$ cat config.mk
export PLATFORM = sky130hd
export DESIGN_NAME = rccl_outreg
export DESIGN_NICKNAME = d
export VERILOG_FILES = /design/src/rtl/core/rccl_pkg.sv /design/src/rtl/core/rccl_outreg.sv
export SDC_FILE = /design/constraint.sdc
export NUM_CORES = 1
export LEC_CHECK = 0
export BUFFER_PORTS_ARGS = -buffer_cell sky130_fd_sc_hd__buf_2
export CORE_ASPECT_RATIO = 1.4
export CORE_MARGIN = 2
export CORE_UTILIZATION = 50
export CTS_CLUSTER_SIZE = 40
export DETAILED_ROUTE_END_ITERATION = 7
export GPL_ROUTABILITY_DRIVEN = 0
export GPL_TIMING_DRIVEN = 0
export PLACE_DENSITY = 0.82
export SKIP_CTS_REPAIR_TIMING = 1
export SLEW_MARGIN = 30
export SYNTH_ARGS = -nofsm -noshare
export SYNTH_HDL_FRONTEND = slang
export SYNTH_SLANG_ARGS = --single-unit
$ cat constraint.sdc
create_clock -name i_clk -period 4.3 [get_ports i_clk]
set_input_delay 0.215 -clock i_clk [delete_from_list [all_inputs] [get_ports i_clk]]
set_output_delay 0.215 -clock i_clk [all_outputs]
set_load 0.01 [all_outputs]
$ cat src/rtl/core/rccl_pkg.sv
package rccl_pkg;

    localparam int ADC_BITS = 12;

    localparam int FUNC_W   = 2;
    localparam int BYTE_W   = 8;
    localparam int IR_W     = 12;
    localparam int DUTY_W   = 10;
    localparam int SPEED_W  = 2;
    localparam int STEER_W  = 3;
    localparam int DEC_W    = 5;
    localparam int BLINK_W  = 11;
    localparam int DAFT_W   = 4;
    localparam int BAFT_W   = 10;
    localparam int CFG_IDX_W  = 2;
    localparam int CFG_DATA_W = 12;

    localparam logic [IR_W-1:0] ADC_MASK = IR_W'((64'd1 << ADC_BITS) - 64'd1);

    localparam logic [DEC_W-1:0]   DEC_MAX   = '1;
    localparam logic [BLINK_W-1:0] BLINK_MAX = '1;

    localparam logic [DUTY_W-1:0] FULL_SCALE = 10'd1000;
    localparam logic [DUTY_W-1:0] CMD_IDLE   = 10'd800;
    localparam logic [DUTY_W-1:0] CMD_SLOW   = 10'd500;
    localparam logic [DUTY_W-1:0] CMD_CRUISE = 10'd900;

    localparam logic [IR_W-1:0]   THRESH_RST = 12'd1500;
    localparam logic [DAFT_W-1:0] DAFT_RST   = 4'd10;
    localparam logic [BAFT_W-1:0] BAFT_RST   = 10'd500;

    localparam logic [SPEED_W-1:0] SPEED_TOP = '1;
    localparam logic signed [STEER_W-1:0] STEER_MAX = 3'sd3;
    localparam logic signed [STEER_W-1:0] STEER_MIN = -3'sd3;
    localparam logic [STEER_W-1:0] STEER_BIAS = 3'd3;

    typedef enum logic [FUNC_W-1:0] {
        FUNC_BYTE = 2'd0,
        FUNC_IR   = 2'd1,
        FUNC_TICK = 2'd2
    } t_func;

    typedef enum logic [CFG_IDX_W-1:0] {
        CFG_THRESH = 2'd0,
        CFG_DECIDE = 2'd1,
        CFG_BLINK  = 2'd2
    } t_cfg_idx;

    localparam logic [BYTE_W-1:0] CH_ESC      = 8'h1B;
    localparam logic [BYTE_W-1:0] CH_LBRACKET = "[";
    localparam logic [BYTE_W-1:0] KEY_UP      = "A";
    localparam logic [BYTE_W-1:0] KEY_DOWN    = "B";
    localparam logic [BYTE_W-1:0] KEY_RIGHT   = "C";
    localparam logic [BYTE_W-1:0] KEY_LEFT    = "D";
    localparam logic [BYTE_W-1:0] CH_M_UC = "M";
    localparam logic [BYTE_W-1:0] CH_M_LC = "m";
    localparam logic [BYTE_W-1:0] CH_A_UC = "A";
    localparam logic [BYTE_W-1:0] CH_A_LC = "a";
    localparam logic [BYTE_W-1:0] CH_L_UC = "L";
    localparam logic [BYTE_W-1:0] CH_L_LC = "l";
    localparam logic [BYTE_W-1:0] CH_Q_UC = "Q";
    localparam logic [BYTE_W-1:0] CH_Q_LC = "q";
    localparam logic [BYTE_W-1:0] CH_R_UC = "R";
    localparam logic [BYTE_W-1:0] CH_R_LC = "r";
    localparam logic [BYTE_W-1:0] CH_E_UC = "E";
    localparam logic [BYTE_W-1:0] CH_E_LC = "e";
    localparam logic [BYTE_W-1:0] CH_F_UC = "F";
    localparam logic [BYTE_W-1:0] CH_F_LC = "f";
    localparam logic [BYTE_W-1:0] CH_W_UC = "W";
    localparam logic [BYTE_W-1:0] CH_W_LC = "w";
    localparam logic [BYTE_W-1:0] CH_B_UC = "B";
    localparam logic [BYTE_W-1:0] CH_B_LC = "b";
    localparam logic [BYTE_W-1:0] CH_S_UC = "S";
    localparam logic [BYTE_W-1:0] CH_S_LC = "s";

    typedef struct packed {
        logic [FUNC_W-1:0] func;
        logic [BYTE_W-1:0] rx_byte;
        logic [IR_W-1:0]   left_ir;
        logic [IR_W-1:0]   right_ir;
    } t_item;

    typedef struct packed {
        logic                  we;
        logic [CFG_IDX_W-1:0]  idx;
        logic [CFG_DATA_W-1:0] data;
    } t_cfg_wr;

    typedef struct packed {
        logic [DUTY_W-1:0] left_cmd;
        logic [DUTY_W-1:0] right_cmd;
        logic              left_latch;
        logic              right_latch;
        logic              left_pin;
        logic              right_pin;
        logic              led;
        logic              auto_mode;
    } t_drive;

    typedef struct packed {
        logic [DUTY_W-1:0] left_duty;
        logic [DUTY_W-1:0] right_duty;
        logic              left_dir_pin;
        logic              right_dir_pin;
        logic              led_on;
        logic              auto_on;
    } t_result;

    function automatic logic [DUTY_W-1:0] speed_cmd(input logic [SPEED_W-1:0] lvl);
        logic [DUTY_W-1:0] v;
        case (lvl)
            2'd0:    v = 10'd450;
            2'd1:    v = 10'd600;
            2'd2:    v = 10'd750;
            default: v = 10'd900;
        endcase
        return v;
    endfunction

    function automatic logic [DUTY_W-1:0] steer_left_cmd(input logic [STEER_W-1:0] idx);
        logic [DUTY_W-1:0] v;
        case (idx)
            3'd0:    v = 10'd400;
            3'd1:    v = 10'd500;
            3'd2:    v = 10'd600;
            3'd3:    v = 10'd700;
            default: v = 10'd800;
        endcase
        return v;
    endfunction

    function automatic logic [DUTY_W-1:0] steer_right_cmd(input logic [STEER_W-1:0] idx);
        logic [DUTY_W-1:0] v;
        case (idx)
            3'd0, 3'd1, 3'd2: v = 10'd800;
            3'd3:    v = 10'd700;
            3'd4:    v = 10'd600;
            3'd5:    v = 10'd500;
            default: v = 10'd400;
        endcase
        return v;
    endfunction

    function automatic logic [DUTY_W-1:0] duty_of(input logic latch,
                                                   input logic [DUTY_W-1:0] cmd);
        logic [DUTY_W-1:0] v;
        if (!latch) begin
            v = cmd;
        end else if (cmd > FULL_SCALE) begin
            v = cmd - FULL_SCALE;
        end else begin
            v = FULL_SCALE - cmd;
        end
        return v;
    endfunction

endpackage

$ cat src/rtl/core/rccl_outreg.sv
module rccl_outreg import rccl_pkg::*; (
    input  logic    i_clk,
    input  logic    i_rst_n,
    input  logic    i_load,
    input  t_drive  i_drive,
    input  logic    i_ready,
    output logic    o_valid,
    output logic    o_free,
    output t_result o_res
);

    logic    r_valid;
    t_result r_res;

    assign o_free = !r_valid || i_ready;

    always_ff @(posedge i_clk) begin
        if (!i_rst_n) begin
            r_valid <= 1'b0;
        end else if (i_load) begin
            r_valid <= 1'b1;
        end else if (i_ready) begin
            r_valid <= 1'b0;
        end
    end

    always_ff @(posedge i_clk) begin
        if (i_load) begin
            r_res.left_duty     <= duty_of(i_drive.left_latch, i_drive.left_cmd);
            r_res.right_duty    <= duty_of(i_drive.right_latch, i_drive.right_cmd);
            r_res.left_dir_pin  <= i_drive.left_pin;
            r_res.right_dir_pin <= i_drive.right_pin;
            r_res.led_on        <= i_drive.led;
            r_res.auto_on       <= i_drive.auto_mode;
        end
    end

    assign o_valid = r_valid;
    assign o_res   = r_res;

endmodule

==> results of run 1 <==
## power groups by stage
| stage | Combinational, mW | Clock (mW) | Sequential (mW) |
|---|---|---|---|
| after floorplan | 0.0428 | 0 | 0.321 |
| after global placement | 0.108 | 0 | 0.306 |
| after detailed placement | 0.113 | 0 | 0.306 |
| after CTS | 0.113 | 0.106 | 0.301 |
| after global routing | 0.123 | 0.117 | 0.303 |
| final | 0.112 | 0.102 | 0.300 |
## layer usage
metal	track usage [%]	vias to the layer above
met1	16.2	501
met5	0	-
met2	34.6	31
li1	-	546
met3	0.679	2
met4	6.07	0
## layout by cell type, fill, tap and decap left out, types with 4 or more instances in the layout
cell type / Yosys / final
nand2_1: 14 / 14
buf_2: 0 / 55
xnor2_1: 12 / 12
inv_1: 12 / 12
edfxtp_1: 24 / 24
nand2b_1: 4 / 4
ha_1: 8 / 8
o21ai_1: 7 / 7
## flip-flops by register name, summed over array words and instances, names as in the netlist
name / count
o_valid: 1
o_res: 24
## synth_stat cells (2+ instances only)
library cell / n / area share (%)
edfxtp_1: 24 / 52
mux2_1: 2 / 1.6
nand2b_1: 4 / 1.8
nor3_1: 2 / 0.72
xnor2_1: 12 / 7.5
nor2_1: 3 / 0.81
inv_1: 12 / 3.2
a21oi_1: 3 / 1.1
o21ai_2: 2 / 1.3
nand2_1: 14 / 3.8
o21ai_0: 3 / 1.1
o21ai_1: 7 / 2.5
ha_1: 8 / 7.2
nand3_1: 3 / 1.1
## cells by family after synthesis
| group | count (synthesis) | synth area share (%) |
|---|---|---|
| multiplexers | 3 | 2.34 |
| buffers and inverters | 12 | 3.23 |
| adder cells (fa/ha/maj) | 8 | 7.19 |
| AND/OR/NAND/NOR | 31 | 11.8 |
| AO/OA/AOI/OAI | 26 | 14.1 |
| flip-flops | 25 | 53.2 |
| XOR/XNOR | 13 | 8.18 |
## worst reg2reg max path, delay by kind of cell (launching register included)
| kind | cells | cell delay, ps |
|---|---|---|
| DFF | 1 | 360 |
| AOI/OAI and AO/OA | 1 | 160 |
| and+or+nand+nor | 1 | 60 |
## cell type report
| type | count | area (um^2) |
|---|---|---|
| clock buffer | 3 | 22.5 |
| tap | 36 | 45.0 |
| fill | 223 | 900 |
| timing repair buffer | 55 | 275 |
| sequential | 25 | 741 |
| clock inverter | 1 | 7.51 |
| inverter | 12 | 45.0 |
| multi-input combinational | 81 | 607 |
## stage by stage
| stage | hold WS [ps] | util, % | cells | cell area [um^2] |
|---|---|---|---|---|
| floorplan | 314 | - | 118 | 1390 |
| global placement | 392 | 64.8 | 209 | 1710 |
| detailed placement | 396 | 64.8 | 209 | 1710 |
| CTS | 63.0 | 66.0 | 213 | 1740 |
| global route | 45.4 | 66.0 | 213 | 1740 |
| finish | 75.4 | 66.0 | 213 | 1740 |
## final timing paths
kind	start	cells past startpoint	end	slack [ps]
max	i_drive[6]	7	o_res[5]	2680
min	i_drive[2]	1	o_res[2]	80
max reg2reg	o_valid	2	o_valid	3660
min reg2reg	o_valid	2	o_valid	520
==> flow_metrics.py, run 1 <==
metrics = {
    "run_status": {
        "status": "complete, no violations",
    },
    "critical_path": {
        "arrival_ps": 1700,
        "critPathMaxStageDelay_ps": 360,
        "critPathBufInv": 2,
        "crit_type": "in -> reg",
        "cpMaxStageDelayCell": "a211oi_4",
        "cp_max_fo": 6,
        "path_delay_family": "simple AND/OR/NAND/NOR gates",
        "end_kind": "flip-flop",
        "cp.required_ps": 4380,
        "crit_chain": "buf_2 -> inv_1 -> ha_1 -> and4bb_4 -> a211oi_4 -> nand2b_1 -> mux2_1",
        "start_kind": "input port",
    },
    "sta": {
        "period_share_pct": 37.7,
        "fin_skew_ps": 0,
        "slew_headroom_pct": 65.3,
        "setup_violations": 0,
        "slew_viol_final": 0,
        "rsz0062_at_grt": "false",
        "period_needed_ps": 1620,
        "fin_setup_tns_ps": 0,
        "setup_ws_ps": 2680,
        "fmax_ghz": 0.616,
        "max_slew.worst_pin.slew_ps": 521,
        "hold_violations": 0,
    },
    "layout": {
        "nNetsFinal": 216,
        "drive_above_1_share_pct": 37.9,
        "antenna_cells": 0,
        "area_growth_pct": 25.2,
    },
    "drt": {
        "routed.top_layer": "met4",
        "drc_errors": 0,
        "ant_nets": 0,
        "wirelength_met1_um": 907,
        "wl_um": 2540,
        "met3WireLength_um": 118,
        "vias_per_cell": 5.07,
        "drt_iter0_drc": 33,
        "routedWlPerCell_um": 11.9,
        "dr.pass1.iters": 4,
        "dr_wl_met2_um": 1490,
        "num_vias": 1080,
    },
    "die": {
        "num_io_pins": 56,
        "initial_core_util_pct": 52.7,
        "core_area_um2": 2640,
        "fp.dieH_um": 66.4,
        "dieWidth_um": 48.6,
        "rows": 22,
        "die_area_um2": 3230,
    },
    "worst_hold_path": {
        "hp-class": "in -> reg",
    },
    "clock_tree": {
        "cts_buffers": 3,
        "cts_max_path_buffers": 2,
        "root_buffer": "clkbuf_4",
        "clk_pin_slew_ps": 130,
        "cts.sinks": 25,
        "htreeDepth": 1,
        "cts_tree": "done",
        "clock_latency_ps": 300,
    },
    "global_route": {
        "grt_max_degree": 26,
        "grt_use_total_pct": 16.3,
        "grt_pass1_wl_um": 4160,
        "overflow": 0,
        "first_global_vias": 1030,
        "antenna_found_initial": 0,
    },
    "power_and_ir_drop": {
        "p_int_mw": 0.380,
        "power.share.combinational_pct": 21.8,
        "power_mw": 0.514,
        "p_sw_share_pct": 26.0,
        "seqPwrFrac_pct": 58.4,
        "leakagePower_nw": 0.754,
        "pwr_density_cell_nw_per_um2": 295,
        "irDropWorstVdd_uv": 201,
        "clock_power_share_pct": 19.8,
        "p_switching_mw": 0.134,
    },
    "synth": {
        "ys_ff_latch": 25,
        "yosysSeqAreaShare_pct": 53.2,
        "syn_nets": 156,
        "postSynthCellCount": 118,
        "synth_edf_count": 24,
        "yosys_warnings": 0,
        "ys.flop_type": "edfxtp_1",
        "async_flop_share_pct": 0,
        "synth_cell_types": 33,
        "synth_area_um2": 1390,
        "avgSynthCellArea_um2": 11.8,
    },
    "placed_design": {
        "io_buffers": 55,
        "dp_hpwl_um": 2120,
        "pre_cts_ws_ps": 2320,
    },
    "run": {
        "drv_cap": 0,
    },
}
(Power assumes the default switching activity.)
==> run 2: changes to the inputs <==
- ABC_AREA: unset -> 1
- CORE_UTILIZATION: 50 -> 49
- PLACE_DENSITY: 0.82 -> 0.79
- clock period: 4.3 -> 1.5 ns (I/O delays scaled with it)
==> run 2 against run 1 <==
  * Global-route usage rose by 0.46 points
  * Area after synthesis rose by 8.6%
  * Critical path depth rose by 6
  * Final area rose by 10%
  * Die area rose by 10%
  * Critical path type unchanged
  * Highest routed layer unchanged
==> flow_metrics.py, run 2 <==
metrics = {
    "sta": {
        "period_needed_ps": 1140,
        "fin_skew_ps": 0,
        "setup_violations": 0,
        "slew_viol_final": 0,
        "max_slew.worst_pin.slew_ps": 521,
        "hold_violations": 0,
        "period_share_pct": 76.2,
        "fmax_ghz": 0.875,
        "fin_setup_tns_ps": 0,
        "slew_headroom_pct": 65.3,
        "rsz0062_at_grt": "false",
        "setup_ws_ps": 357,
    },
    "worst_hold_path": {
        "whs_path_depth": 1,
        "hp-class": "in -> reg",
    },
    "run": {
        "drv_cap": 0,
    },
    "synth": {
        "yosys.area.top_type": "edfxtp_1",
        "synth_area_um2": 1510,
        "syn_nets": 207,
        "yosys_warnings": 0,
        "ys_ff_latch": 25,
        "avgSynthCellArea_um2": 8.95,
        "synth_top_area_share_pct": 47.6,
        "synth_edf_count": 24,
        "ys.flop_type": "edfxtp_1",
        "synthMostInstantiatedCell": "nand2_1",
        "yosysSeqAreaShare_pct": 49.0,
        "postSynthCellCount": 169,
        "synth_cell_types": 23,
        "synthTopCellsByArea": "edfxtp_1, nand2_1, inv_1, nand3_1, ha_1",
        "synthTopCellsByCount": "nand2_1, inv_1, edfxtp_1",
        "async_flop_share_pct": 0,
    },
    "layout": {
        "area_growth_pct": 27.2,
        "drive_above_1_share_pct": 30.6,
        "antenna_cells": 0,
        "largest_reg_flops": 24,
        "final_common_cell": "buf_2",
        "final_cell_mix": "buf_2, nand2_1, inv_1, edfxtp_1, nand3_1",
        "nNetsFinal": 271,
        "finalInstanceArea_um2": 1920,
    },
    "power_and_ir_drop": {
        "leakagePower_nw": 0.983,
        "pwr_density_cell_nw_per_um2": 825,
        "power_mw": 1.59,
        "irDropWorstVdd_uv": 502,
    },
    "die": {
        "num_io_pins": 56,
        "fp.dieH_um": 69.7,
        "dieWidth_um": 51.0,
        "core_area_um2": 2910,
        "rows": 23,
        "die_area_um2": 3550,
        "initial_core_util_pct": 52.0,
    },
    "critical_path": {
        "cp.required_ps": 1530,
        "critPathMaxStageDelay_ps": 200,
        "start_kind": "input port",
        "arrival_ps": 1170,
        "reg2regPathDepth": 2,
        "cp_max_fo": 6,
        "crit_top_cell": "nand2_1",
        "crit_chain": "buf_2 -> inv_1 -> ha_1 -> nand2_1 -> nand2_1 -> nand2_2 -> nand2_2 -> nand2_4 -> nand2_4 -> nand2_1 -> nand2_1 -> nand2_1 -> inv_1",
        "crit_type": "in -> reg",
        "cpMaxStageDelayCell": "ha_1",
        "end_kind": "flip-flop",
    },
    "placed_design": {
        "dp_hpwl_um": 2220,
        "io_buffers": 54,
        "pre_cts_ws_ps": 73.3,
        "dpl-instance-area_um2": 1830,
    },
    "drt": {
        "num_vias": 1260,
        "drc_errors": 0,
        "routedWlPerCell_um": 10.5,
        "drt_iter0_drc": 13,
        "ant_nets": 0,
        "vias_per_cell": 4.68,
        "dr.pass1.iters": 4,
        "wl_um": 2810,
    },
    "clock_tree": {
        "root_buffer": "clkbuf_8",
        "cts_buffers": 3,
        "clk_pin_slew_ps": 70,
        "htreeDepth": 1,
        "clock_latency_ps": 260,
        "cts.sinks": 25,
        "cts_tree": "done",
        "cts_max_path_buffers": 2,
    },
    "run_status": {
        "status": "complete, no violations",
    },
    "global_route": {
        "overflow": 0,
        "antenna_found_initial": 0,
        "first_global_vias": 1108,
        "grt_use_total_pct": 16.7,
        "grt_max_degree": 26,
        "grt_pass1_wl_um": 4590,
    },
}
-- run 2: cells by family after synthesis --
| group | Yosys count | synth area share, % |
|---|---|---|
| adders and majority gates | 8 | 6.62 |
| xor gates and xnor gates | 8 | 4.63 |
| and+or+nand+nor | 86 | 27.5 |
| AOI/OAI and AO/OA | 11 | 4.55 |
| DFF | 25 | 49.0 |
| buffers and inverters | 31 | 7.77 |
-- run 2: metrics by stage --
stage / utilization [%] / cells / hold slack [ps]
after floorplan: - / 169 / 174
after global placement: 62.9 / 260 / 252
after detailed placement: 62.9 / 260 / 255
final: 66.2 / 269 / 6.92
after global routing: 66.2 / 269 / 8.70
after CTS: 64.5 / 264 / -21.2
-- run 2: path summary, 6_finish.rpt --
path | from | slack (ps) | to
worst min register to register | o_valid | 510 | o_valid
worst max-delay path | i_drive[6] | 360 | o_res[11]
worst min-delay path | i_drive[6] | 7 | o_res[4]
worst max register to register | o_valid | 870 | o_valid
-- run 2: worst max-delay path: cells and delay by family --
| kind | cells | cell delay, ps |
|---|---|---|
| and+or+nand+nor | 9 | 710 |
| buffers and inverters | 3 | 180 |
| adders and majority gates | 1 | 200 |
-- run 2: cell type report --
cell class,count,area (um^2)
fill,258,982
sequential,25,741
multi-input combinational,113,654
timing repair buffer,59,320
inverter,30,113
tap,37,46.3
clock buffer,4,45.0
buffer,1,5.00
-- run 2: metal layers --
metal	GRT usage [%]	vias to the layer above	wire length, um
met5	0	-	0
met4	9.61	0	83
met3	2.16	10	198
met2	28.6	48	1350
met1	19.4	529	1180
li1	-	673	-
-- run 2: power by group --
part | internal [mW] | switching (mW) | leakage (nW)
clock network | 0.190 | 0.190 | 0.0228
registers | 0.845 | 0.0146 | 0.243
logic | 0.144 | 0.205 | 0.717
