### src/rtl/core/rccl_pkg.sv
package rccl_pkg;

    localparam int ADC_BITS = 12;

    localparam int FUNC_W   = 2;
    localparam int BYTE_W   = 8;
    localparam int IR_W     = 12;
    localparam int DUTY_W   = 10;
    localparam int SPEED_W  = 2;
    localparam int STEER_W  = 3;
    localparam int DEC_W    = 5;
    localparam int BLINK_W  = 11;
    localparam int DAFT_W   = 4;
    localparam int BAFT_W   = 10;
    localparam int CFG_IDX_W  = 2;
    localparam int CFG_DATA_W = 12;

    localparam logic [IR_W-1:0] ADC_MASK = IR_W'((64'd1 << ADC_BITS) - 64'd1);

    localparam logic [DEC_W-1:0]   DEC_MAX   = '1;
    localparam logic [BLINK_W-1:0] BLINK_MAX = '1;

    localparam logic [DUTY_W-1:0] FULL_SCALE = 10'd1000;
    localparam logic [DUTY_W-1:0] CMD_IDLE   = 10'd800;
    localparam logic [DUTY_W-1:0] CMD_SLOW   = 10'd500;
    localparam logic [DUTY_W-1:0] CMD_CRUISE = 10'd900;

    localparam logic [IR_W-1:0]   THRESH_RST = 12'd1500;
    localparam logic [DAFT_W-1:0] DAFT_RST   = 4'd10;
    localparam logic [BAFT_W-1:0] BAFT_RST   = 10'd500;

    localparam logic [SPEED_W-1:0] SPEED_TOP = '1;
    localparam logic signed [STEER_W-1:0] STEER_MAX = 3'sd3;
    localparam logic signed [STEER_W-1:0] STEER_MIN = -3'sd3;
    localparam logic [STEER_W-1:0] STEER_BIAS = 3'd3;

    typedef enum logic [FUNC_W-1:0] {
        FUNC_BYTE = 2'd0,
        FUNC_IR   = 2'd1,
        FUNC_TICK = 2'd2
    } t_func;

    typedef enum logic [CFG_IDX_W-1:0] {
        CFG_THRESH = 2'd0,
        CFG_DECIDE = 2'd1,
        CFG_BLINK  = 2'd2
    } t_cfg_idx;

    localparam logic [BYTE_W-1:0] CH_ESC      = 8'h1B;
    localparam logic [BYTE_W-1:0] CH_LBRACKET = "[";
    localparam logic [BYTE_W-1:0] KEY_UP      = "A";
    localparam logic [BYTE_W-1:0] KEY_DOWN    = "B";
    localparam logic [BYTE_W-1:0] KEY_RIGHT   = "C";
    localparam logic [BYTE_W-1:0] KEY_LEFT    = "D";
    localparam logic [BYTE_W-1:0] CH_M_UC = "M";
    localparam logic [BYTE_W-1:0] CH_M_LC = "m";
    localparam logic [BYTE_W-1:0] CH_A_UC = "A";
    localparam logic [BYTE_W-1:0] CH_A_LC = "a";
    localparam logic [BYTE_W-1:0] CH_L_UC = "L";
    localparam logic [BYTE_W-1:0] CH_L_LC = "l";
    localparam logic [BYTE_W-1:0] CH_Q_UC = "Q";
    localparam logic [BYTE_W-1:0] CH_Q_LC = "q";
    localparam logic [BYTE_W-1:0] CH_R_UC = "R";
    localparam logic [BYTE_W-1:0] CH_R_LC = "r";
    localparam logic [BYTE_W-1:0] CH_E_UC = "E";
    localparam logic [BYTE_W-1:0] CH_E_LC = "e";
    localparam logic [BYTE_W-1:0] CH_F_UC = "F";
    localparam logic [BYTE_W-1:0] CH_F_LC = "f";
    localparam logic [BYTE_W-1:0] CH_W_UC = "W";
    localparam logic [BYTE_W-1:0] CH_W_LC = "w";
    localparam logic [BYTE_W-1:0] CH_B_UC = "B";
    localparam logic [BYTE_W-1:0] CH_B_LC = "b";
    localparam logic [BYTE_W-1:0] CH_S_UC = "S";
    localparam logic [BYTE_W-1:0] CH_S_LC = "s";

    typedef struct packed {
        logic [FUNC_W-1:0] func;
        logic [BYTE_W-1:0] rx_byte;
        logic [IR_W-1:0]   left_ir;
        logic [IR_W-1:0]   right_ir;
    } t_item;

    typedef struct packed {
        logic                  we;
        logic [CFG_IDX_W-1:0]  idx;
        logic [CFG_DATA_W-1:0] data;
    } t_cfg_wr;

    typedef struct packed {
        logic [DUTY_W-1:0] left_cmd;
        logic [DUTY_W-1:0] right_cmd;
        logic              left_latch;
        logic              right_latch;
        logic              left_pin;
        logic              right_pin;
        logic              led;
        logic              auto_mode;
    } t_drive;

    typedef struct packed {
        logic [DUTY_W-1:0] left_duty;
        logic [DUTY_W-1:0] right_duty;
        logic              left_dir_pin;
        logic              right_dir_pin;
        logic              led_on;
        logic              auto_on;
    } t_result;

    function automatic logic [DUTY_W-1:0] speed_cmd(input logic [SPEED_W-1:0] lvl);
        logic [DUTY_W-1:0] v;
        case (lvl)
            2'd0:    v = 10'd450;
            2'd1:    v = 10'd600;
            2'd2:    v = 10'd750;
            default: v = 10'd900;
        endcase
        return v;
    endfunction

    function automatic logic [DUTY_W-1:0] steer_left_cmd(input logic [STEER_W-1:0] idx);
        logic [DUTY_W-1:0] v;
        case (idx)
            3'd0:    v = 10'd400;
            3'd1:    v = 10'd500;
            3'd2:    v = 10'd600;
            3'd3:    v = 10'd700;
            default: v = 10'd800;
        endcase
        return v;
    endfunction

    function automatic logic [DUTY_W-1:0] steer_right_cmd(input logic [STEER_W-1:0] idx);
        logic [DUTY_W-1:0] v;
        case (idx)
            3'd0, 3'd1, 3'd2: v = 10'd800;
            3'd3:    v = 10'd700;
            3'd4:    v = 10'd600;
            3'd5:    v = 10'd500;
            default: v = 10'd400;
        endcase
        return v;
    endfunction

    function automatic logic [DUTY_W-1:0] duty_of(input logic latch,
                                                   input logic [DUTY_W-1:0] cmd);
        logic [DUTY_W-1:0] v;
        if (!latch) begin
            v = cmd;
        end else if (cmd > FULL_SCALE) begin
            v = cmd - FULL_SCALE;
        end else begin
            v = FULL_SCALE - cmd;
        end
        return v;
    endfunction

endpackage

### src/rtl/core/rccl_ctrl.sv
module rccl_ctrl import rccl_pkg::*; (
    input  logic    i_clk,
    input  logic    i_rst_n,
    input  t_cfg_wr i_cfg,
    input  logic    i_take,
    input  t_item   i_item,
    output t_drive  o_drive
);

    typedef enum logic [2:0] {
        ESC_IDLE  = 3'b001,
        ESC_OPEN  = 3'b010,
        ESC_ARROW = 3'b100
    } t_esc;

    t_esc                       r_esc, n_esc;
    logic                       r_auto, n_auto;
    logic [SPEED_W-1:0]         r_speed, n_speed;
    logic signed [STEER_W-1:0]  r_steer, n_steer;
    logic [DUTY_W-1:0]          r_lcmd, n_lcmd;
    logic [DUTY_W-1:0]          r_rcmd, n_rcmd;
    logic                       r_llatch, n_llatch;
    logic                       r_rlatch, n_rlatch;
    logic                       r_lpin, n_lpin;
    logic                       r_rpin, n_rpin;
    logic [IR_W-1:0]            r_ir_l, n_ir_l;
    logic [IR_W-1:0]            r_ir_r, n_ir_r;
    logic [DEC_W-1:0]           r_dec, n_dec;
    logic [BLINK_W-1:0]         r_blink, n_blink;
    logic                       r_led, n_led;
    logic [IR_W-1:0]            r_thresh;
    logic [DAFT_W-1:0]          r_daft;
    logic [BAFT_W-1:0]          r_baft;

    logic [BYTE_W-1:0]  b;
    logic [STEER_W-1:0] steer_idx;
    logic               l_on, l_off, r_on, r_off;

    assign b     = i_item.rx_byte;
    assign l_on  = r_ir_l > r_thresh;
    assign l_off = r_ir_l < r_thresh;
    assign r_on  = r_ir_r > r_thresh;
    assign r_off = r_ir_r < r_thresh;

    always_comb begin
        n_esc    = r_esc;
        n_auto   = r_auto;
        n_speed  = r_speed;
        n_steer  = r_steer;
        n_lcmd   = r_lcmd;
        n_rcmd   = r_rcmd;
        n_llatch = r_llatch;
        n_rlatch = r_rlatch;
        n_lpin   = r_lpin;
        n_rpin   = r_rpin;
        n_ir_l   = r_ir_l;
        n_ir_r   = r_ir_r;
        n_dec    = r_dec;
        n_blink  = r_blink;
        n_led    = r_led;
        steer_idx = $unsigned(r_steer) + STEER_BIAS;
        case (i_item.func)
            FUNC_BYTE: begin
                unique case (r_esc)
                    ESC_OPEN: begin
                        n_esc = (b == CH_LBRACKET) ? ESC_ARROW : ESC_IDLE;
                    end
                    ESC_ARROW: begin
                        n_esc = ESC_IDLE;
                        case (b)
                            KEY_UP: begin
                                if (r_speed != SPEED_TOP) n_speed = r_speed + 2'd1;
                                n_lcmd = speed_cmd(n_speed);
                                n_rcmd = speed_cmd(n_speed);
                            end
                            KEY_DOWN: begin
                                if (r_speed != '0) n_speed = r_speed - 2'd1;
                                n_lcmd = speed_cmd(n_speed);
                                n_rcmd = speed_cmd(n_speed);
                            end
                            KEY_RIGHT: begin
                                if (r_steer != STEER_MAX) n_steer = r_steer + 3'sd1;
                                steer_idx = $unsigned(n_steer) + STEER_BIAS;
                                n_lcmd = steer_left_cmd(steer_idx);
                                n_rcmd = steer_right_cmd(steer_idx);
                            end
                            KEY_LEFT: begin
                                if (r_steer != STEER_MIN) n_steer = r_steer - 3'sd1;
                                steer_idx = $unsigned(n_steer) + STEER_BIAS;
                                n_lcmd = steer_left_cmd(steer_idx);
                                n_rcmd = steer_right_cmd(steer_idx);
                            end
                            default: ;
                        endcase
                    end
                    default: begin
                        n_esc = ESC_IDLE;
                        if (b == CH_ESC) begin
                            n_esc = ESC_OPEN;
                        end else begin
                            case (b) inside
                                CH_M_UC, CH_M_LC: begin
                                    n_led  = 1'b1;
                                    n_auto = 1'b0;
                                end
                                CH_A_UC, CH_A_LC: n_auto = 1'b1;
                                CH_L_UC, CH_L_LC, CH_Q_UC, CH_Q_LC: begin
                                    if (!r_auto) begin
                                        n_lcmd = CMD_SLOW;
                                        n_rcmd = CMD_IDLE;
                                    end
                                end
                                CH_R_UC, CH_R_LC, CH_E_UC, CH_E_LC: begin
                                    if (!r_auto) begin
                                        n_lcmd = CMD_IDLE;
                                        n_rcmd = CMD_SLOW;
                                    end
                                end
                                CH_F_UC, CH_F_LC, CH_W_UC, CH_W_LC: begin
                                    if (!r_auto) begin
                                        n_lpin   = 1'b0;
                                        n_rpin   = 1'b1;
                                        n_llatch = 1'b0;
                                        n_rlatch = 1'b1;
                                        n_lcmd   = FULL_SCALE;
                                        n_rcmd   = FULL_SCALE;
                                    end
                                end
                                CH_B_UC, CH_B_LC: begin
                                    if (!r_auto) begin
                                        n_lpin   = 1'b1;
                                        n_rpin   = 1'b0;
                                        n_llatch = 1'b1;
                                        n_rlatch = 1'b0;
                                        n_lcmd   = FULL_SCALE;
                                        n_rcmd   = FULL_SCALE;
                                    end
                                end
                                CH_S_UC, CH_S_LC: begin
                                    if (!r_auto) begin
                                        n_llatch = r_lpin;
                                        n_rlatch = r_rpin;
                                        n_lcmd   = r_lpin ? FULL_SCALE : '0;
                                        n_rcmd   = r_rpin ? FULL_SCALE : '0;
                                    end
                                end
                                default: ;
                            endcase
                        end
                    end
                endcase
            end
            FUNC_IR: begin
                n_ir_l = i_item.left_ir & ADC_MASK;
                n_ir_r = i_item.right_ir & ADC_MASK;
            end
            FUNC_TICK: begin
                if (r_dec != DEC_MAX) n_dec = r_dec + 5'd1;
                if (r_blink != BLINK_MAX) n_blink = r_blink + 11'd1;
                if (r_auto && (n_dec > {1'b0, r_daft})) begin
                    if ((l_off && r_off) || (l_on && r_on)) begin
                        n_lcmd = CMD_CRUISE;
                        n_rcmd = CMD_CRUISE;
                    end else if (l_on && r_off) begin
                        n_lcmd = CMD_SLOW;
                        n_rcmd = CMD_IDLE;
                    end else if (l_off && r_on) begin
                        n_lcmd = CMD_IDLE;
                        n_rcmd = CMD_SLOW;
                    end
                    n_dec = '0;
                end
                if (r_auto && (n_blink > {1'b0, r_baft})) begin
                    n_led   = ~r_led;
                    n_blink = '0;
                end
            end
            default: ;
        endcase
    end

    always_ff @(posedge i_clk) begin
        if (!i_rst_n) begin
            r_esc    <= ESC_IDLE;
            r_auto   <= 1'b0;
            r_speed  <= '0;
            r_steer  <= '0;
            r_lcmd   <= CMD_IDLE;
            r_rcmd   <= CMD_IDLE;
            r_llatch <= 1'b0;
            r_rlatch <= 1'b0;
            r_lpin   <= 1'b0;
            r_rpin   <= 1'b1;
            r_ir_l   <= '0;
            r_ir_r   <= '0;
            r_dec    <= '0;
            r_blink  <= '0;
            r_led    <= 1'b0;
        end else if (i_take) begin
            r_esc    <= n_esc;
            r_auto   <= n_auto;
            r_speed  <= n_speed;
            r_steer  <= n_steer;
            r_lcmd   <= n_lcmd;
            r_rcmd   <= n_rcmd;
            r_llatch <= n_llatch;
            r_rlatch <= n_rlatch;
            r_lpin   <= n_lpin;
            r_rpin   <= n_rpin;
            r_ir_l   <= n_ir_l;
            r_ir_r   <= n_ir_r;
            r_dec    <= n_dec;
            r_blink  <= n_blink;
            r_led    <= n_led;
        end
    end

    always_ff @(posedge i_clk) begin
        if (!i_rst_n) begin
            r_thresh <= THRESH_RST;
            r_daft   <= DAFT_RST;
            r_baft   <= BAFT_RST;
        end else if (i_cfg.we) begin
            unique case (i_cfg.idx)
                CFG_THRESH: r_thresh <= i_cfg.data[IR_W-1:0];
                CFG_DECIDE: r_daft   <= i_cfg.data[DAFT_W-1:0];
                CFG_BLINK:  r_baft   <= i_cfg.data[BAFT_W-1:0];
                default: ;
            endcase
        end
    end

    assign o_drive = '{left_cmd:    n_lcmd,
                       right_cmd:   n_rcmd,
                       left_latch:  n_llatch,
                       right_latch: n_rlatch,
                       left_pin:    n_lpin,
                       right_pin:   n_rpin,
                       led:         n_led,
                       auto_mode:   n_auto};

endmodule

### config.mk
export PLATFORM = sky130hd
export DESIGN_NAME = rccl_ctrl
export DESIGN_NICKNAME = d
export VERILOG_FILES = /design/src/rtl/core/rccl_pkg.sv /design/src/rtl/core/rccl_ctrl.sv
export SDC_FILE = /design/constraint.sdc
export NUM_CORES = 1
export LEC_CHECK = 0
export BUFFER_PORTS_ARGS = -buffer_cell sky130_fd_sc_hd__buf_2
export CAP_MARGIN = 20
export CORE_ASPECT_RATIO = 1.1
export CORE_MARGIN = 10
export CORE_UTILIZATION = 35
export DETAILED_ROUTE_END_ITERATION = 8
export HOLD_SLACK_MARGIN = 0.1
export PLACE_DENSITY = 0.62
export SLEW_MARGIN = 20
export SYNTH_ARGS = -nofsm -noshare
export SYNTH_HDL_FRONTEND = slang
export SYNTH_SLANG_ARGS = --single-unit
### constraint.sdc
create_clock -name i_clk -period 11.31 [get_ports i_clk]
set_input_delay 1.6965 -clock i_clk [delete_from_list [all_inputs] [get_ports i_clk]]
set_output_delay 1.6965 -clock i_clk [all_outputs]
set_load 0.1 [all_outputs]
==> impl_metrics.json, run 1 <==
{
  "outcome": "complete, no violations",
  "row_count": 57,
  "reg2reg_depth": 14,
  "first_global_vias": 7569,
  "ant_nets": 0,
  "syn_area_um2": 7980,
  "cp_max_fo": 22,
  "number_of_endpoints_with_negative_hold_slack_in_the_final_report": 0,
  "share_of_total_power_consumed_by_net_switching_pct": 33.0,
  "cellLeakagePower_nw": 3.53,
  "max-clock-path-buffers": 2,
  "worstSetupEndpoint": "o_drive[6]",
  "sequentialPowerShare_pct": 44.1,
  "regToRegEndpoint": "r_blink[5]$_SDFFE_PN0P_",
  "synth-edff-count": 0,
  "area_delta_synth_final_pct": 9.99,
  "worst_setup_path_start_kind": "input pin",
  "final_max_slew_viol_count": 0,
  "combinationalPowerShare_pct": 17.1,
  "clkPwrFrac_pct": 38.9,
  "cts_inserted_buffers": 9,
  "total_power_mw": 0.837,
  "timing.critical_path.from": "i_item[26]",
  "detail_route.wirelength_mm": 26.3,
  "slew_headroom_pct": 28.6,
  "synth.lib_cells_used.distinct": 86,
  "arrival_ps": 4820,
  "cp-end-kind": "primary output",
  "gp_congestion": 0.958,
  "p_switching_mw": 0.276,
  "synth_top_area_share_pct": 25.1,
  "clock_tree.htree_level_count": 3,
  "post-route-drc-count": 0,
  "ir_worst_vdd_mv": 0.0561,
  "num-nets-final": 1208,
  "clock_skew_ps": 14.3,
  "syn-num-nets": 1188,
  "setup_violations_final": 0,
  "grt_pass1_wl_mm": 41.2,
  "drt_initial_violations": 776,
  "hold_path_class": "flip-flop to flip-flop",
  "power_report.internal_total_mw": 0.560,
  "post_cts_buffers": 0,
  "numClockSinks": 100,
  "synth_compound_gate_area_share_pct": 30.9,
  "drtPass1Iterations": 6,
  "die_y_um": 178,
  "clock_latency_ps": 370,
  "avgSynthCellArea_um2": 7.34,
  "cts_root_buf": "sky130_fd_sc_hd__clkbuf_16",
  "cts_resized": 0,
  "share_of_synthesized_area_occupied_by_flip_flops_and_latches_pct": 25.1,
  "globalRouteTotalUtil_pct": 17.5,
  "num_vias": 8294,
  "synth_xor_xnor_area_share_pct": 1.76,
  "port_buffers": 77,
  "clock.fmax_ghz": 0.153,
  "post_synth_inst_count": 1087,
  "power_density_nw_per_um2": 95.4,
  "async_reset_ff_share_pct": 0,
  "post_synth_main_area_contributors": "sky130_fd_sc_hd__dfxtp_1 25%, sky130_fd_sc_hd__nand2_1 8.0%, sky130_fd_sc_hd__ha_1 7.7%, sky130_fd_sc_hd__a21oi_1 6.2%, sky130_fd_sc_hd__o21ai_0 4.0%",
  "fin_tns_setup_ps": 0,
  "r2r_slack_ps": 7030,
  "timing.setup.critical_path_class": "input pin to primary output",
  "worst-endpoint-required_ps": 9610,
  "simple_gate_fraction_of_synth_area_pct": 26.4,
  "timing_worst_slew_pin_value_ps": 1070,
  "post_drt_via_cell_ratio": 5.89,
  "cts_tree": "yes",
  "seqCellArea_um2": 2000,
  "ys_dominant_reg_cell": "sky130_fd_sc_hd__dfxtp_1",
  "synthAdderAreaFrac_pct": 7.69,
  "maximum_number_of_pins_on_one_net_before_global_route_repair": 60,
  "chipWidth_um": 164,
  "ios": 78,
  "detailed_place_hpwl_mm": 19.9,
  "final_period_minus_worst_setup_slack_ps": 6510,
  "grt_overflow_total": 0,
  "core_area_um2": 22300,
  "clk_transition_reported_paths_ps": 70,
  "timing.rr.start": "r_blink[0]$_SDFFE_PN0P_",
  "area_taken_by_multi_input_logic_gates_um2": 5460,
  "wl_per_cell_um": 18.7,
  "yosys_warnings": 0,
  "synth_mux_area_share_pct": 1.49,
  "post-synth-top-area-cell": "sky130_fd_sc_hd__dfxtp_1",
  "floorplan.initialDensity_pct": 35.8,
  "ys_seq_elements": 100,
  "die_area_um2": 29200,
  "share_of_layout_cells_above_drive_strength_1_pct": 12.4,
  "main_combinational_cell_family_by_area_after_synthesis": "compound AO/OA/AOI/OAI gates",
  "maxCapViolations": 0,
  "cts_hold_buffers": 0,
  "antenna_found_initial": 2,
  "fillerInstances": 2390,
  "rsz0062_at_grt": "false",
  "fin_crit_sh_pct": 57.6
}
flip-flops by register name, indices dropped and copies added (netlist names), 2 cells and up:
register and flops:
r_esc 3, r_daft 4, r_blink 11, r_steer 3, r_dec 5, r_thresh 12
r_baft 10, r_rcmd 10, r_speed 2, r_ir_l 12, r_lcmd 10, r_ir_r 12
final cells by class:
| class | count | area share [%] |
|---|---|---|
| Clock inverter | 7 | 0.898 |
| Multi-Input combinational cell | 861 | 62.3 |
| Tap cell | 295 | 4.21 |
| Antenna cell | 2 | 0.0570 |
| Timing Repair Buffer | 84 | 4.99 |
| Inverter | 51 | 2.18 |
| Clock buffer | 9 | 2.57 |
| Sequential cell | 100 | 22.8 |
metal layers:
| metal | vias to the layer above | share of wire (%) | track usage [%] |
|---|---|---|---|
| li1 | 4054 | - | - |
| met1 | 3901 | 44 | 22.8 |
| met2 | 287 | 47 | 28.4 |
| met3 | 52 | 6.7 | 3.04 |
| met4 | 0 | 2.7 | 6.18 |
| met5 | - | 0 | 0 |
power by group through the flow:
| stage | logic [mW] | clock network (mW) | registers (mW) |
|---|---|---|---|
| after floorplan | 0.105 | 0 | 0.375 |
| after global placement | 0.140 | 0 | 0.376 |
| after detailed placement | 0.141 | 0 | 0.377 |
| after CTS | 0.142 | 0.330 | 0.368 |
| after global routing | 0.155 | 0.343 | 0.370 |
| final | 0.143 | 0.325 | 0.369 |
cells by family (layout without fill, tap and decap cells):
| logic type | Yosys count | count (layout) |
|---|---|---|
| DFF | 100 | 100 |
| AOI/OAI and AO/OA | 366 | 366 |
| xor gates and xnor gates | 16 | 16 |
| and+or+nand+nor | 420 | 420 |
| adders and majority gates | 49 | 49 |
| buffers and inverters | 126 | 151 |
| other | 0 | 2 |
| muxes | 10 | 10 |
worst min-delay path by stage:
stage,endpoint,cells after the start,startpoint
CTS,r_rcmd[0]$_SDFFE_PN0P_,1,r_rcmd[0]$_SDFFE_PN0P_
global route,r_lcmd[0]$_SDFFE_PN0P_,1,r_lcmd[0]$_SDFFE_PN0P_
detailed placement,r_rcmd[0]$_SDFFE_PN0P_,1,r_rcmd[0]$_SDFFE_PN0P_
finish,r_lcmd[0]$_SDFFE_PN0P_,1,r_lcmd[0]$_SDFFE_PN0P_
global placement,r_rcmd[0]$_SDFFE_PN0P_,1,r_rcmd[0]$_SDFFE_PN0P_
floorplan,r_lcmd[0]$_SDFFE_PN0P_,1,r_lcmd[0]$_SDFFE_PN0P_
synth_stat cells, types with 9 or more instances:
master	number
sky130_fd_sc_hd__a211oi_1	15
sky130_fd_sc_hd__a21o_1	9
sky130_fd_sc_hd__a21oi_1	99
sky130_fd_sc_hd__a31oi_1	15
sky130_fd_sc_hd__and2_1	9
sky130_fd_sc_hd__and3_1	10
sky130_fd_sc_hd__clkbuf_1	55
sky130_fd_sc_hd__dfxtp_1	100
sky130_fd_sc_hd__ha_1	49
sky130_fd_sc_hd__inv_1	50
sky130_fd_sc_hd__nand2_1	169
sky130_fd_sc_hd__nand2b_1	12
sky130_fd_sc_hd__nand3_1	22
sky130_fd_sc_hd__nand3b_1	9
sky130_fd_sc_hd__nand4_1	22
sky130_fd_sc_hd__nor2_1	68
sky130_fd_sc_hd__nor2b_1	16
sky130_fd_sc_hd__nor3_1	22
sky130_fd_sc_hd__nor4_1	12
sky130_fd_sc_hd__o211ai_1	28
sky130_fd_sc_hd__o21a_1	17
sky130_fd_sc_hd__o21ai_0	64
sky130_fd_sc_hd__o31ai_1	21
sky130_fd_sc_hd__or2_2	9
sky130_fd_sc_hd__xnor2_1	10
through the flow:
stage	utilization (%)	hold WS, ps	setup slack, ps	cells	instance area (µm²)
after floorplan	-	425	4340	1087	7980
after global placement	38.0	429	4880	1391	8460
after detailed placement	38.0	433	4890	1391	8460
after CTS	39.4	444	4880	1407	8760
after global routing	39.4	450	4620	1407	8770
final	39.4	441	4800	1409	8770
cell usage in the layout (no fill, tap or decap), types with 10 or more instances in the layout:
cell                         n
sky130_fd_sc_hd__a211oi_1   15
sky130_fd_sc_hd__a21oi_1    99
sky130_fd_sc_hd__a31oi_1    15
sky130_fd_sc_hd__and3_1     10
sky130_fd_sc_hd__buf_2      77
sky130_fd_sc_hd__dfxtp_1   100
sky130_fd_sc_hd__ha_1       49
sky130_fd_sc_hd__inv_1      49
sky130_fd_sc_hd__nand2_1   169
sky130_fd_sc_hd__nand2b_1   12
sky130_fd_sc_hd__nand3_1    22
sky130_fd_sc_hd__nand4_1    22
sky130_fd_sc_hd__nor2_1     68
sky130_fd_sc_hd__nor2b_1    16
sky130_fd_sc_hd__nor3_1     21
sky130_fd_sc_hd__nor4_1     12
sky130_fd_sc_hd__o211ai_1   28
sky130_fd_sc_hd__o21a_1     17
sky130_fd_sc_hd__o21ai_0    64
sky130_fd_sc_hd__o31ai_1    21
sky130_fd_sc_hd__xnor2_1    10
critical path: stages:
cell and delay [ps]:
sky130_fd_sc_hd__buf_2 210, sky130_fd_sc_hd__or2_2 370, sky130_fd_sc_hd__a2111oi_1 780, sky130_fd_sc_hd__nor4_1 110
sky130_fd_sc_hd__buf_4 200, sky130_fd_sc_hd__a31oi_1 530, sky130_fd_sc_hd__a211o_1 300, sky130_fd_sc_hd__and2_1 170
sky130_fd_sc_hd__buf_2 430
(Power assumes the default switching activity.)
==> inputs of run 2 (changes only) <==
==> constraint.sdc (replaced) <==
create_clock -name i_clk -period 6.5 [get_ports i_clk]
set_input_delay 0.975 -clock i_clk [delete_from_list [all_inputs] [get_ports i_clk]]
set_output_delay 0.975 -clock i_clk [all_outputs]
set_load 0.1 [all_outputs]
==> impl_metrics.json, run 2 (synthesis results as in run 1) <==
{
  "final_max_slew_viol_count": 0,
  "grt_overflow_total": 0,
  "critical_path.cell_chain": "ha_1 -> nand2_1 -> or4_1 -> nand4_1 -> nor2_1 -> xor2_1 -> ha_1 -> a21oi_1 -> nor2b_1 -> o21ai_0 -> a21oi_1 -> o41ai_1 -> nor2_1 -> a21oi_1 -> buf_2",
  "utilization_pct": 39.6,
  "total_power_mw": 1.49,
  "timing.critical_path.slowest_stage_cell": "sky130_fd_sc_hd__o41ai_1",
  "worst-endpoint-required_ps": 5520,
  "combinationalPowerShare_pct": 16.8,
  "cts_inserted_buffers": 9,
  "cts_tree": "yes",
  "hold_path_startpoint": "r_lcmd[0]$_SDFFE_PN0P_",
  "ir_worst_vdd_mv": 0.0997,
  "clock_tree.htree_level_count": 3,
  "antenna_found_initial": 2,
  "worst_setup_path_start_kind": "flip-flop",
  "sequentialPowerShare_pct": 43.0,
  "clock.fmax_ghz": 0.179,
  "floorplan.initialDensity_pct": 35.8,
  "hold_path_class": "flip-flop to flip-flop",
  "r2r_slack_ps": 2260,
  "number_of_endpoints_with_negative_hold_slack_in_the_final_report": 0,
  "die_area_um2": 29200,
  "area_delta_synth_final_pct": 10.4,
  "fin_crit_sh_pct": 86.0,
  "outcome": "complete, no violations",
  "p_switching_mw": 0.479,
  "ant_nets": 0,
  "maxCapViolations": 0,
  "top_regs": "r_ir_l (12), r_ir_r (12), r_thresh (12)",
  "numClockSinks": 100,
  "clk_transition_reported_paths_ps": 70,
  "layout_commonest_cell": "sky130_fd_sc_hd__nand2_1",
  "timing.rr.start": "r_blink[0]$_SDFFE_PN0P_",
  "setup_violations_final": 0,
  "timing.critical_path.slowest_cell_delay_ps": 790,
  "reg2reg_depth": 14,
  "globalRouteTotalUtil_pct": 17.6,
  "drt_initial_violations": 730,
  "cp_max_fo": 7,
  "maximum_number_of_pins_on_one_net_before_global_route_repair": 60,
  "num_vias": 8339,
  "drtPass1Iterations": 7,
  "clock_latency_ps": 370,
  "power_report.internal_total_mw": 1.01,
  "cts_hold_buffers": 0,
  "cts_root_buf": "sky130_fd_sc_hd__clkbuf_16",
  "detailed_place_hpwl_mm": 20.1,
  "rsz0062_at_grt": "false",
  "hold_end": "r_lcmd[0]$_SDFFE_PN0P_",
  "first_global_vias": 7635,
  "detail_route.wirelength_mm": 26.7,
  "row_count": 57,
  "cp-end-kind": "primary output",
  "chipWidth_um": 164,
  "grt_pass1_wl_mm": 41.6,
  "fin_tns_setup_ps": 0,
  "post_cts_buffers": 0,
  "detailed_place.area_um2": 8480,
  "regToRegEndpoint": "r_blink[7]$_SDFFE_PN0P_",
  "timing.setup.critical_path_class": "flip-flop to primary output",
  "port_buffers": 77,
  "slew_headroom_pct": 30.9,
  "wl_per_cell_um": 18.9,
  "num-nets-final": 1211,
  "arrival_ps": 4610,
  "post_drt_via_cell_ratio": 5.91,
  "ios": 78,
  "max-clock-path-buffers": 2,
  "finalInstanceArea_um2": 8810,
  "clkPwrFrac_pct": 40.2,
  "power_density_nw_per_um2": 169,
  "core_area_um2": 22300,
  "die_y_um": 178,
  "cellLeakagePower_nw": 3.55,
  "commonest_non_fill_non_tap_cells_in_the_layout": "169 x sky130_fd_sc_hd__nand2_1, 100 x sky130_fd_sc_hd__dfxtp_1, 99 x sky130_fd_sc_hd__a21oi_1",
  "gp_congestion": 0.964,
  "clock_skew_ps": 12.9,
  "crit_path_frequent_cell": "sky130_fd_sc_hd__a21oi_1",
  "share_of_total_power_consumed_by_net_switching_pct": 32.1,
  "share_of_layout_cells_above_drive_strength_1_pct": 12.6,
  "final_period_minus_worst_setup_slack_ps": 5590,
  "timing_worst_slew_pin_value_ps": 1020,
  "post-route-drc-count": 0,
  "cell_depth_of_the_worst_min_delay_path": 1,
  "cts_resized": 0
}
## run 2: cell types whose count changed in the layout (fill, tap and decap cells not counted)
| cell | delta |
|---|---|
| sky130_fd_sc_hd__buf_4 | +3 |
| sky130_fd_sc_hd__bufinv_16 | +1 |
| sky130_fd_sc_hd__clkinv_2 | +1 |
| sky130_fd_sc_hd__clkinv_8 | -1 |
| sky130_fd_sc_hd__clkinvlp_4 | -1 |
| sky130_fd_sc_hd__inv_6 | -1 |
| sky130_fd_sc_hd__inv_8 | +1 |
## run 2: layer usage
metal / share of wire, % / wire length (µm) / global-route usage (%) / up-vias
met4: 2.9 / 783 / 6.41 / 0
met2: 46 / 12400 / 28.2 / 305
met1: 44 / 11800 / 23.0 / 3898
met5: 0 / 0 / 0 / -
met3: 6.7 / 1780 / 3.09 / 59
li1: - / - / - / 4077
## run 2: final cells by class
class | count | area, µm²
antenna | 2 | 5.00
sequential | 100 | 2000
tap | 295 | 369
clock buffer | 9 | 225
fill | 2358 | 13400
clock inverter | 7 | 92.6
inverter | 51 | 191
multi-input combinational | 861 | 5460
timing repair buffer | 87 | 460
## run 2: worst max-delay path by stage
stage | from | to | slack (ps) | cells after the start
after global routing | r_blink[0]$_SDFFE_PN0P_ | o_drive[1] | 600 | 15
after detailed placement | r_blink[0]$_SDFFE_PN0P_ | o_drive[1] | 1370 | 15
after CTS | r_blink[0]$_SDFFE_PN0P_ | o_drive[1] | 940 | 15
final | r_blink[0]$_SDFFE_PN0P_ | o_drive[1] | 910 | 15
after global placement | i_item[26] | o_drive[13] | 1300 | 9
after floorplan | r_dec[0]$_SDFFE_PN0P_ | o_drive[8] | 870 | 12
## run 2: power by group through the flow
stage / sequential (mW) / combinational [mW] / clock [mW]
after CTS: 0.641 / 0.248 / 0.608
after detailed placement: 0.655 / 0.247 / 0
after floorplan: 0.652 / 0.183 / 0
final: 0.641 / 0.250 / 0.600
after global routing: 0.643 / 0.270 / 0.630
after global placement: 0.655 / 0.245 / 0
## run 2: worst max-delay path, delay by kind of cell (launching register included)
family                     cells  cell delay (ps)
buffers and inverters          1              460
AOI/OAI and AO/OA              5             1410
DFF                            1              410
adders and majority gates      2              490
xor gates and xnor gates       1              200
and+or+nand+nor                6             1290
## run 2: stage by stage
| stage | cells | worst slack [ps] | hold slack, ps |
|---|---|---|---|
| floorplan | 1087 | 873 | 425 |
| global placement | 1394 | 1300 | 428 |
| detailed placement | 1394 | 1370 | 435 |
| CTS | 1410 | 941 | 447 |
| global route | 1410 | 599 | 455 |
| finish | 1412 | 911 | 442 |
==> inputs of run 3 (changes only) <==
--- a/config.mk
+++ b/config.mk
@@ -12,7 +12,7 @@
 export CORE_UTILIZATION = 35
 export DETAILED_ROUTE_END_ITERATION = 8
 export HOLD_SLACK_MARGIN = 0.1
-export PLACE_DENSITY = 0.62
+export PLACE_DENSITY = 0.64
 export SLEW_MARGIN = 20
 export SYNTH_ARGS = -nofsm -noshare
 export SYNTH_HDL_FRONTEND = slang
==> constraint.sdc (replaced) <==
create_clock -name i_clk -period 4.94 [get_ports i_clk]
set_input_delay 0.741 -clock i_clk [delete_from_list [all_inputs] [get_ports i_clk]]
set_output_delay 0.741 -clock i_clk [all_outputs]
set_load 0.1 [all_outputs]
==> impl_metrics.json, run 3 (synthesis results as in run 1) <==
{
  "num-nets-final": 1233,
  "dpl.cell_count": 1414,
  "top_signal_layer_used": "met4",
  "worst_hold_slack_ps": 448,
  "grt_pass1_wl_mm": 42.5,
  "clock_skew_ps": 11.5,
  "timing.setup.critical_path_class": "flip-flop to primary output",
  "fillerInstances": 2359,
  "finalInstanceArea_um2": 9120,
  "met3RoutedLength_mm": 1.57,
  "cts_inserted_buffers": 9,
  "detailed_place.area_um2": 8770,
  "drtPass1Iterations": 5,
  "post-route-drc-count": 0,
  "row_count": 57,
  "layout_commonest_cell": "sky130_fd_sc_hd__nand2_1",
  "outcome": "complete, no violations",
  "cts_tree": "yes",
  "share_of_layout_cells_above_drive_strength_1_pct": 14.6,
  "chipWidth_um": 164,
  "ant_nets": 0,
  "wl_per_cell_um": 18.7,
  "setup_violations_final": 0,
  "die_y_um": 178,
  "cp-end-kind": "primary output",
  "numClockSinks": 100,
  "final_period_minus_worst_setup_slack_ps": 4690,
  "maximum_number_of_pins_on_one_net_before_global_route_repair": 60,
  "core_area_um2": 22300,
  "num_vias": 8428,
  "port_buffers": 77,
  "arrival_ps": 3950,
  "gp_congestion": 0.962,
  "maxCapViolations": 0,
  "grt_overflow_total": 0,
  "first_global_vias": 7937,
  "critical_path.cell_chain": "ha_1 -> and3_1 -> nand2_1 -> mux2_2 -> ha_1 -> nor2b_1 -> o21ai_0 -> a21o_1 -> nor2_1 -> and3_1 -> or2_2 -> a221o_1 -> buf_12",
  "max-clock-path-buffers": 2,
  "cts_hold_buffers": 0,
  "globalRouteTotalUtil_pct": 17.9,
  "drt_initial_violations": 684,
  "die_area_um2": 29200,
  "clk_transition_reported_paths_ps": 80,
  "detailed_place_hpwl_mm": 20.6,
  "cellLeakagePower_nw": 3.70,
  "top_regs": "r_ir_l (12), r_ir_r (12), r_thresh (12)",
  "post_drt_via_cell_ratio": 5.88,
  "timing.critical_path.slowest_stage_cell": "sky130_fd_sc_hd__mux2_2",
  "fin_tns_setup_ps": 0,
  "worst-endpoint-required_ps": 4200,
  "total_power_mw": 1.94,
  "slew_headroom_pct": 38.4,
  "ir_worst_vdd_mv": 0.174,
  "cp_max_fo": 6,
  "cts_root_buf": "sky130_fd_sc_hd__clkbuf_16",
  "ios": 78,
  "fin_crit_sh_pct": 94.9,
  "m1_wire_length_mm": 11.7,
  "clock.fmax_ghz": 0.213,
  "detail_route.wirelength_mm": 26.8,
  "r2r_slack_ps": 1310,
  "antenna_found_initial": 1,
  "timing_worst_slew_pin_value_ps": 921,
  "area_delta_synth_final_pct": 14.4,
  "timing.critical_path.slowest_cell_delay_ps": 380,
  "final_cell_count_without_fillers": 1433,
  "floorplan.initialDensity_pct": 35.8,
  "rsz0062_at_grt": "false",
  "clock_latency_ps": 370,
  "worst_setup_path_start_kind": "flip-flop",
  "clock_tree.htree_level_count": 3,
  "final_max_slew_viol_count": 0,
  "power_density_nw_per_um2": 213,
  "hold_path_class": "flip-flop to flip-flop",
  "number_of_endpoints_with_negative_hold_slack_in_the_final_report": 0,
  "routed-wl-met2_mm": 12.5,
  "commonest_non_fill_non_tap_cells_in_the_layout": "169 x sky130_fd_sc_hd__nand2_1, 100 x sky130_fd_sc_hd__dfxtp_1, 99 x sky130_fd_sc_hd__a21oi_1"
}
-- run 3: cell types whose count changed in the layout (fill, tap and decap cells not counted), sizes merged --
cell      change
clkinv        +2
bufinv        -1
clkinvlp      -1
buf          +21
clkbuf        +1
diode         -1
-- run 3: cell type report --
cell class / instances / area [µm²] / area share [%]
multi-input cells: 861 / 5480 / 60.1
repair buffers: 109 / 763 / 8.37
inverters: 51 / 191 / 2.10
diodes: 1 / 2.50 / 0.0274
clock inverters: 7 / 91.3 / 1.00
clock buffers: 9 / 225 / 2.47
well taps: 295 / 369 / 4.05
flip-flops and latches: 100 / 2000 / 21.9
-- run 3: path summary, 6_finish.rpt --
| path | from | end | depth (start not counted) |
|---|---|---|---|
| max | r_dec[0]$_SDFFE_PN0P_ | o_drive[11] | 13 |
| min | r_lcmd[0]$_SDFFE_PN0P_ | r_lcmd[0]$_SDFFE_PN0P_ | 1 |
| max reg2reg | r_blink[0]$_SDFFE_PN0P_ | r_blink[7]$_SDFFE_PN0P_ | 13 |
| min reg2reg | r_lcmd[0]$_SDFFE_PN0P_ | r_lcmd[0]$_SDFFE_PN0P_ | 1 |
-- run 3: per-stage QoR --
stage          util, %  setup WS, ps
3_5_place_dp      39.4           595
3_3_place_gp      39.4           674
5_1_grt           41.0          13.6
2_1_floorplan        -           239
4_1_cts           40.8           180
6_report          41.0           254
-- run 3: worst max-delay path: cells and delay by family (launching register included) --
family	cells	cell delay, ps
flops	1	360
mux	1	380
simple gates	6	1250
buf+inv	1	210
compound gates	3	850
fa+ha+maj	2	530
-- run 3: per-layer routing --
metal  up-vias  global-route usage [%]
met2       311                    28.9
met5         -                       0
li1       4106                       -
met4         0                    7.75
met3        68                    2.54
met1      3943                    23.3
-- run 3: repair_timing --
action	in CTS	in global routing
setup endpoints to repair	0	4
resized for setup	0	4
buffers inserted	0	2
-- run 3: report_power, final --
group | switching (mW) | total (mW) | internal [mW]
registers | 0.0151 | 0.844 | 0.829
logic | 0.238 | 0.349 | 0.111
clock network | 0.381 | 0.747 | 0.367
total | 0.634 | 1.94 | 1.31
